`config.mk`:
```
export PLATFORM = sky130hd
export DESIGN_NAME = vendor_option_tlv_parser_unit
export DESIGN_NICKNAME = d
export VERILOG_FILES = /design/src/rtl/core/vopt_pkg.sv /design/src/rtl/core/vopt_parse.sv /design/src/rtl/core/vendor_option_tlv_parser_unit.sv
export SDC_FILE = /design/constraint.sdc
export NUM_CORES = 1
export LEC_CHECK = 0
export ABC_AREA = 1
export BUFFER_PORTS_ARGS = -buffer_cell sky130_fd_sc_hd__buf_2
export CAP_MARGIN = 15
export CELL_PAD_IN_SITES_DETAIL_PLACEMENT = 0
export CELL_PAD_IN_SITES_GLOBAL_PLACEMENT = 1
export CORE_MARGIN = 2
export CORE_UTILIZATION = 42
export DETAILED_ROUTE_END_ITERATION = 10
export PLACE_DENSITY_LB_ADDON = 0.15
export SLEW_MARGIN = 30
export SYNTH_ARGS = -nofsm -noshare
export SYNTH_HDL_FRONTEND = slang
export SYNTH_SLANG_ARGS = --single-unit
```
`constraint.sdc`:
```
create_clock -name clk_i -period 3.9 [get_ports clk_i]
set_input_delay 0.975 -clock clk_i [delete_from_list [all_inputs] [get_ports clk_i]]
set_output_delay 0.975 -clock clk_i [all_outputs]
set_load 0.005 [all_outputs]
```
`src/rtl/core/vopt_pkg.sv`:
```
// Shared types, codes and the tag classifier of the vendor option TLV parser.
package vopt_pkg;

  // Position counter and area size limits
  localparam int unsigned PosW            = 7;
  localparam int unsigned AreaBytesDefault = 64;

  // Configuration register map
  localparam int unsigned RegIdxW         = 1;
  localparam logic [RegIdxW-1:0] RegMagicCookie = 1'b0;
  localparam logic [31:0] MagicCookieReset = 32'h6382_5363;

  // Byte classes
  localparam logic [2:0] ClsCookie = 3'd0;
  localparam logic [2:0] ClsPad    = 3'd1;
  localparam logic [2:0] ClsEnd    = 3'd2;
  localparam logic [2:0] ClsTag    = 3'd3;
  localparam logic [2:0] ClsLen    = 3'd4;
  localparam logic [2:0] ClsData   = 3'd5;
  localparam logic [2:0] ClsBad    = 3'd6;

  // Option kinds
  localparam logic [3:0] KindNone     = 4'd0;
  localparam logic [3:0] KindNetmask  = 4'd1;
  localparam logic [3:0] KindTimeOffs = 4'd2;
  localparam logic [3:0] KindGateway  = 4'd3;
  localparam logic [3:0] KindTimeSrv  = 4'd4;
  localparam logic [3:0] KindLogSrv   = 4'd5;
  localparam logic [3:0] KindDnsSrv   = 4'd6;
  localparam logic [3:0] KindLprSrv   = 4'd7;
  localparam logic [3:0] KindHostName = 4'd8;
  localparam logic [3:0] KindDomain   = 4'd9;
  localparam logic [3:0] KindUnknown  = 4'd10;

  // Special tags
  localparam logic [7:0] TagPad = 8'd0;
  localparam logic [7:0] TagEnd = 8'd255;

  // Stream widths
  localparam int unsigned OutDataW = 48;
  localparam int unsigned OutUserW = 12;

  // One result item
  typedef struct packed {
    logic        area_done;
    logic        truncated;
    logic        unknown_option;
    logic        option_done;
    logic        word_valid;
    logic [31:0] value_word;
    logic [7:0]  data_offset;
    logic [7:0]  data_byte;
    logic [3:0]  option_kind;
    logic [2:0]  byte_class;
  } vopt_result_t;

  // Map a tag to its option kind
  function automatic logic [3:0] kind_of(input logic [7:0] tag);
    logic [3:0] k;
    unique case (tag)
      8'd1:    k = KindNetmask;
      8'd2:    k = KindTimeOffs;
      8'd3:    k = KindGateway;
      8'd4:    k = KindTimeSrv;
      8'd7:    k = KindLogSrv;
      8'd6:    k = KindDnsSrv;
      8'd9:    k = KindLprSrv;
      8'd12:   k = KindHostName;
      8'd15:   k = KindDomain;
      default: k = KindUnknown;
    endcase
    return k;
  endfunction

endpackage

```
`src/rtl/core/vopt_parse.sv`:
```
// Parser state and per-byte classification of the vendor area.
module vopt_parse #(
  parameter int unsigned VendorAreaBytes = vopt_pkg::AreaBytesDefault
) (
  input  logic                 clk_i,
  input  logic                 rst_ni,
  input  logic                 step_i,
  input  logic [7:0]           vend_byte_i,
  input  logic                 first_i,
  input  logic [31:0]          magic_cookie_i,
  output vopt_pkg::vopt_result_t res_o
);
  import vopt_pkg::*;

  // Parse phases
  localparam logic [2:0] PhCookie = 3'd0;
  localparam logic [2:0] PhTag    = 3'd1;
  localparam logic [2:0] PhLen    = 3'd2;
  localparam logic [2:0] PhData   = 3'd3;
  localparam logic [2:0] PhDone   = 3'd4;
  localparam logic [2:0] PhBad    = 3'd5;

  localparam logic [7:0] AreaLen = 8'(VendorAreaBytes);

  logic [PosW-1:0] pos_q, pos_d;
  logic [2:0]      phase_q, phase_d;
  logic [7:0]      tag_q, tag_d;
  logic [7:0]      left_q, left_d;
  logic [7:0]      off_q, off_d;
  logic [31:0]     acc_q, acc_d;
  logic            match_q, match_d;

  logic [PosW-1:0] cur_pos;
  logic [2:0]      cur_phase;
  logic            cur_match;
  logic [7:0]      pos_next8;
  logic            last;
  logic [7:0]      remaining;
  logic [7:0]      cookie_byte;
  logic [7:0]      left_dec;
  logic [3:0]      tag_kind;
  vopt_result_t    res;

  // Restart mark overrides the control state for this byte
  assign cur_pos   = first_i ? '0 : pos_q;
  assign cur_phase = first_i ? PhCookie : phase_q;
  assign cur_match = first_i | match_q;

  assign pos_next8 = {1'b0, cur_pos} + 8'd1;
  assign last      = (pos_next8 >= AreaLen);
  assign remaining = last ? 8'd0 : (AreaLen - pos_next8);
  assign left_dec  = left_q - 8'd1;
  assign tag_kind  = kind_of(tag_q);

  // Pick the expected cookie byte, most significant first
  always_comb begin
    case (cur_pos[1:0])
      2'd0:    cookie_byte = magic_cookie_i[31:24];
      2'd1:    cookie_byte = magic_cookie_i[23:16];
      2'd2:    cookie_byte = magic_cookie_i[15:8];
      default: cookie_byte = magic_cookie_i[7:0];
    endcase
  end

  // Classify the byte and work out the next state
  always_comb begin
    res           = '0;
    res.byte_class = ClsEnd;
    res.data_byte  = vend_byte_i;
    pos_d   = cur_pos;
    phase_d = cur_phase;
    tag_d   = tag_q;
    left_d  = left_q;
    off_d   = off_q;
    acc_d   = acc_q;
    match_d = cur_match;

    unique case (cur_phase)
      PhCookie: begin
        res.byte_class = ClsCookie;
        if (cookie_byte != vend_byte_i) begin
          match_d = 1'b0;
        end
        if (cur_pos >= PosW'(3)) begin
          if (match_d) begin
            phase_d = PhTag;
          end else begin
            phase_d       = PhBad;
            res.area_done = 1'b1;
          end
        end
      end
      PhTag: begin
        if (vend_byte_i == TagPad) begin
          res.byte_class = ClsPad;
        end else if (vend_byte_i == TagEnd) begin
          res.byte_class = ClsEnd;
          res.area_done  = 1'b1;
          phase_d        = PhDone;
        end else begin
          res.byte_class     = ClsTag;
          tag_d              = vend_byte_i;
          res.option_kind    = kind_of(vend_byte_i);
          res.unknown_option = (res.option_kind == KindUnknown);
          res.truncated      = last;
          phase_d            = PhLen;
        end
      end
      PhLen: begin
        res.byte_class     = ClsLen;
        res.option_kind    = tag_kind;
        res.unknown_option = (tag_kind == KindUnknown);
        left_d             = vend_byte_i;
        off_d              = '0;
        acc_d              = '0;
        res.truncated      = (vend_byte_i > remaining);
        if (vend_byte_i == 8'd0) begin
          res.option_done = 1'b1;
          phase_d         = PhTag;
        end else begin
          phase_d = PhData;
        end
      end
      PhData: begin
        res.byte_class     = ClsData;
        res.option_kind    = tag_kind;
        res.unknown_option = (tag_kind == KindUnknown);
        res.data_offset    = off_q;
        acc_d              = {acc_q[23:0], vend_byte_i};
        res.value_word     = acc_d;
        res.word_valid     = (off_q[1:0] == 2'd3);
        off_d              = off_q + 8'd1;
        left_d             = left_dec;
        if (left_dec == 8'd0) begin
          res.option_done = 1'b1;
          phase_d         = PhTag;
        end
      end
      PhBad: begin
        res.byte_class = ClsBad;
        res.area_done  = 1'b1;
      end
      default: begin
        res.byte_class = ClsEnd;
        res.area_done  = 1'b1;
      end
    endcase

    // Advance the position, or close the area on its last byte
    if (phase_d != PhDone && phase_d != PhBad) begin
      if (last) begin
        res.area_done = 1'b1;
        phase_d       = PhDone;
      end else begin
        pos_d = pos_next8[PosW-1:0];
      end
    end
  end

  assign res_o = res;

  // Commit the state when the byte moves on
  always_ff @(posedge clk_i or negedge rst_ni) begin
    if (!rst_ni) begin
      pos_q   <= '0;
      phase_q <= PhCookie;
      tag_q   <= '0;
      left_q  <= '0;
      off_q   <= '0;
      acc_q   <= '0;
      match_q <= 1'b1;
    end else if (step_i) begin
      pos_q   <= pos_d;
      phase_q <= phase_d;
      tag_q   <= tag_d;
      left_q  <= left_d;
      off_q   <= off_d;
      acc_q   <= acc_d;
      match_q <= match_d;
    end
  end

endmodule

```
`src/rtl/core/vendor_option_tlv_parser_unit.sv`:
```
// A byte is taken into the input register; its result goes to the output register.
// Throughput: one byte per cycle while the result side does not stall.
// An input register and an output register part the two sides, so a byte is
// taken while a finished result still waits for its transfer.
// Reset: asynchronous, active low; clears the pipeline, restores the cookie
// register to 99.130.83.99 and puts the parser in the cookie phase.
module vendor_option_tlv_parser_unit #(
  parameter int unsigned VendorAreaBytes = vopt_pkg::AreaBytesDefault
) (
  input  logic                          clk_i,
  input  logic                          rst_ni,
  // Input stream
  input  logic                          s_axis_tvalid,
  output logic                          s_axis_tready,
  input  logic [7:0]                    s_axis_tdata,  // [7:0] vend_byte
  input  logic                          s_axis_tuser,  // [0] first
  // Result stream
  output logic                          m_axis_tvalid,
  input  logic                          m_axis_tready,
  // [7:0] data_byte, [15:8] data_offset, [47:16] value_word
  output logic [vopt_pkg::OutDataW-1:0] m_axis_tdata,
  // [2:0] byte_class, [6:3] option_kind, [7] word_valid, [8] option_done,
  // [9] unknown_option, [10] truncated, [11] area_done
  output logic [vopt_pkg::OutUserW-1:0] m_axis_tuser,
  // Configuration port
  input  logic                          psel,
  input  logic                          penable,
  input  logic                          pwrite,
  input  logic [2:0]                    paddr,
  input  logic [31:0]                   pwdata,
  output logic [31:0]                   prdata,
  output logic                          pready
);
  import vopt_pkg::*;

  logic                    s1_valid_q;
  logic [7:0]              s1_byte_q;
  logic                    s1_first_q;
  logic                    out_valid_q;
  logic [OutDataW-1:0]     out_data_q, out_data_d;
  logic [OutUserW-1:0]     out_user_q, out_user_d;
  logic [31:0]             cookie_q;
  logic                    advance;
  logic                    cfg_write;
  logic [RegIdxW-1:0]      reg_idx;
  vopt_result_t            res;

  // Configuration register access
  assign pready    = 1'b1;
  assign reg_idx   = paddr[2];
  assign cfg_write = psel & penable & pwrite & pready;
  assign prdata    = (reg_idx == RegMagicCookie) ? cookie_q : 32'd0;

  always_ff @(posedge clk_i or negedge rst_ni) begin
    if (!rst_ni) begin
      cookie_q <= MagicCookieReset;
    end else if (cfg_write && reg_idx == RegMagicCookie) begin
      cookie_q <= pwdata;
    end
  end

  // Move the input register into the output register when it has room
  assign advance       = s1_valid_q & (~out_valid_q | m_axis_tready);
  assign s_axis_tready = ~s1_valid_q | advance;

  always_ff @(posedge clk_i or negedge rst_ni) begin
    if (!rst_ni) begin
      s1_valid_q <= 1'b0;
    end else if (s_axis_tready) begin
      s1_valid_q <= s_axis_tvalid;
    end
  end

  always_ff @(posedge clk_i) begin
    if (s_axis_tready && s_axis_tvalid) begin
      s1_byte_q  <= s_axis_tdata;
      s1_first_q <= s_axis_tuser;
    end
  end

  vopt_parse #(
    .VendorAreaBytes(VendorAreaBytes)
  ) u_parse (
    .clk_i         (clk_i),
    .rst_ni        (rst_ni),
    .step_i        (advance),
    .vend_byte_i   (s1_byte_q),
    .first_i       (s1_first_q),
    .magic_cookie_i(cookie_q),
    .res_o         (res)
  );

  // Pack the result fields for the output stream
  assign out_data_d = {res.value_word, res.data_offset, res.data_byte};
  assign out_user_d = {res.area_done, res.truncated, res.unknown_option,
                       res.option_done, res.word_valid, res.option_kind,
                       res.byte_class};

  // Hold the result until its transfer
  always_ff @(posedge clk_i or negedge rst_ni) begin
    if (!rst_ni) begin
      out_valid_q <= 1'b0;
    end else if (advance) begin
      out_valid_q <= 1'b1;
    end else if (m_axis_tready) begin
      out_valid_q <= 1'b0;
    end
  end

  always_ff @(posedge clk_i) begin
    if (advance) begin
      out_data_q <= out_data_d;
      out_user_q <= out_user_d;
    end
  end

  assign m_axis_tvalid = out_valid_q;
  assign m_axis_tdata  = out_data_q;
  assign m_axis_tuser  = out_user_q;

endmodule

```
==> flow_summary.json <==
{
  "arrival_ns": 3.17,
  "grt_usage_pct": 18.9,
  "core_area_mm2": 0.0181,
  "hold_viol": 0,
  "antenna_found_initial": 0,
  "layout_min_cycle_time_ns": 3.00,
  "drt_iter0_drc": 366,
  "placed_cell_area_mm2": 0.00875,
  "crit_chain": "inv_6, nand2_4, nor2_4, nand2_1, nor2_2, nand2_1, o22ai_4, inv_2, nand2_1, ha_1, a21oi_1, o21ai_0, a21oi_1, o22ai_1",
  "wl_um": 18200,
  "synthTopCellsByArea": "edfxtp_1 27%, dfrtp_1 25%, nand2_1 7.5%",
  "vias": 6108,
  "synth_common_cells": "155 x nand2_1, 143 x nor2_1, 122 x inv_1",
  "min_path_type": "register to register",
  "io_buffers": 142,
  "die_w_um": 140,
  "fin_area_mm2": 0.00933,
  "cpMostUsedCell": "nand2_1",
  "yosysTopAreaCellShare_pct": 26.6,
  "ys_ff_latch": 166,
  "wl_per_cell_um": 14.6,
  "fmax_ghz": 0.333,
  "grt_start_max_net_pins": 65,
  "period_share_pct": 76.9,
  "crit_slowest_cell": "edfxtp_1",
  "ctsHtreeMaxLevel": 4,
  "async_reset_ff_share_pct": 56.0,
  "worstMarginPinSlew_ns": 0.667,
  "critical_path_class": "register to register",
  "nNetsFinal": 1075,
  "syn_area_per_cell_um2": 9.05,
  "drive_gt1_share_pct": 21.8,
  "areaGrowthSynthToFinish_pct": 19.8,
  "place.gp.congestion": 0.799,
  "yosysMostFrequentCell": "nand2_1",
  "clock-sinks": 166,
  "cts.clk_slew.worst_paths_ns": 0.06,
  "ys_warn_count": 0,
  "fin_tns_setup_ns": 0,
  "io_pins": 146,
  "num_antenna_cells": 0,
  "holdBufCountCts": 0,
  "syn_area_mm2": 0.00779,
  "cts_setup_buffers": 0,
  "die_h_um": 140,
  "synth_edf_count": 69,
  "cap_violations": 0,
  "viasPerCell": 4.89,
  "pwr_density_cell_mw_per_mm2": 608,
  "relSlewSlack_pct": 55.6,
  "initial_core_util_pct": 43.1,
  "power_w": 0.00567,
  "drtAntennaViolNets": 0,
  "grt_setup_unrepaired": "false",
  "ys_seq_area_share_pct": 57.7,
  "dp_hpwl_um": 13000,
  "grt_pass1_wl_um": 29100,
  "grt_pass1_vias": 5730,
  "end_kind": "register",
  "leakagePower_nw": 4.55,
  "required_ns": 4.07,
  "dr.pass1.iters": 5,
  "place_ws_ns": 0.898,
  "cts_tree": "yes",
  "clock-root-buffer": "clkbuf_16",
  "ys_types": 46,
  "n_fill_cell": 1711,
  "cts_resized": 0,
  "setup_violations": 0,
  "finalMaxSlewViolations": 0,
  "synth_flop_cell": "dfrtp_1",
  "die-area_mm2": 0.0197,
  "setup_ws_ns": 0.900,
  "critPathMaxStageDelay_ns": 0.65,
  "drc": 0,
  "fin_skew_ns": 0.0114,
  "gr-total-overflow": 0,
  "cts_inserted_buffers": 17,
  "cts_buffer_depth": 2,
  "worstPathMaxFanout": 12,
  "synthCells": 861,
  "status": "finished clean",
  "row_count": 49,
  "critPathLaunchType": "register",
  "clock_latency_ns": 0.43,
  "yosys.area.top_type": "edfxtp_1",
  "ir_drop_v": 0.000324
}
critical path: cells and delay by family (launching register included):
family          cells  cell delay (ns)
fa+ha+maj           1             0.24
flops               1             0.65
buf+inv             2             0.35
simple gates        6             0.84
compound gates      5             0.67
layer usage:
metal / vias up / share of wire [%] / GRT usage, %
li1: 3089 / - / -
met1: 2834 / 47 / 26.9
met2: 168 / 46 / 29.2
met3: 17 / 5.6 / 4.31
met4: 0 / 1.4 / 5.26
met5: - / 0 / 0
sequential cells by signal, indices dropped and copies added, names as in the netlist, named ones only:
signal           flops
u_parse.acc_q       24
s1_byte_q            8
u_parse.left_q       8
u_parse.off_q        8
u_parse.match_q      1
m_axis_tdata        48
cookie_q            32
u_parse.pos_q        7
m_axis_tuser        12
m_axis_tvalid        1
u_parse.phase_q      3
s1_first_q           1
s1_valid_q           1
u_parse.tag_q        8
final cells by class:
cell class                      instances  area [um^2]  area share [%]
Inverter                              130          493            5.28
Clock buffer                           17          425            4.56
Tap cell                              229          287            3.07
Timing Repair Buffer                  150          786            8.42
Clock inverter                         15          158            1.69
Multi-Input combinational cell        541         2690            28.8
Sequential cell                       166         4500            48.2
logic make-up (layout without fill, tap and decap cells):
family,count (synthesis),after routing,share of synthesized area (%)
AO/OA/AOI/OAI,130,130,9.41
XOR/XNOR,10,10,1.12
adder cells (fa/ha/maj),18,18,2.89
buffers and inverters,156,312,7.90
flip-flops,166,166,57.7
other,1,3,0.0481
AND/OR/NAND/NOR,380,380,20.9
metrics by stage:
step | cells | util, % | hold WS [ns]
after floorplan | 863 | - | 0.453
after global placement | 1216 | 48.4 | 0.468
after detailed placement | 1216 | 48.4 | 0.483
after CTS | 1248 | 51.6 | 0.497
after global routing | 1248 | 51.6 | 0.513
final | 1248 | 51.6 | 0.498
report_power, final:
part	switching, W	internal [W]	total [W]
clock	0.000749	0.000905	0.00165
combinational	0.000913	0.000537	0.00145
sequential	0.000253	0.00231	0.00257
total	0.00192	0.00375	0.00567
cell usage in the layout (no fill, tap or decap), types with 2 or more instances in the layout:
cell type   instances
nor2_1            143
o211ai_1            2
nand2_1           155
o21ai_0            59
clkinv_4            2
inv_6               7
o221ai_1            7
nand4_1            18
clkinv_1            2
a21oi_1            44
ha_1               18
inv_1             122
nand3_1            35
nand3_2             2
inv_2               6
dfxtp_1             4
a22oi_1             2
nor3_1              6
inv_8               2
o21ai_1             2
nor4_1              2
xnor2_1             6
nand2_2             3
buf_4               8
clkbuf_16          17
dfstp_2            15
buf_2             141
nor2_4              3
edfxtp_1           69
conb_1              3
nor2_2              5
xor2_1              4
a31oi_1             2
clkinvlp_4          2
nand2_4             3
nor3b_1             2
o31ai_1             2
nor3_2              2
o22ai_1             4
dfrtp_1            78
final timing paths:
kind | end | from | cells after the start | slack [ns]
worst min-delay path | u_parse.tag_q[6] | u_parse.tag_q[6] | 2 | 0.50
max in group asynchronous | cookie_q[1] | rst_ni | 2 | 2.58
worst max-delay path | m_axis_tuser[10] | s1_first_q | 14 | 0.90
worst min register to register | u_parse.tag_q[6] | u_parse.tag_q[6] | 2 | 0.50
min in group asynchronous | u_parse.off_q[4] | rst_ni | 1 | 0.58
worst max register to register | m_axis_tuser[10] | s1_first_q | 14 | 0.90
(Power assumes the default switching activity.)
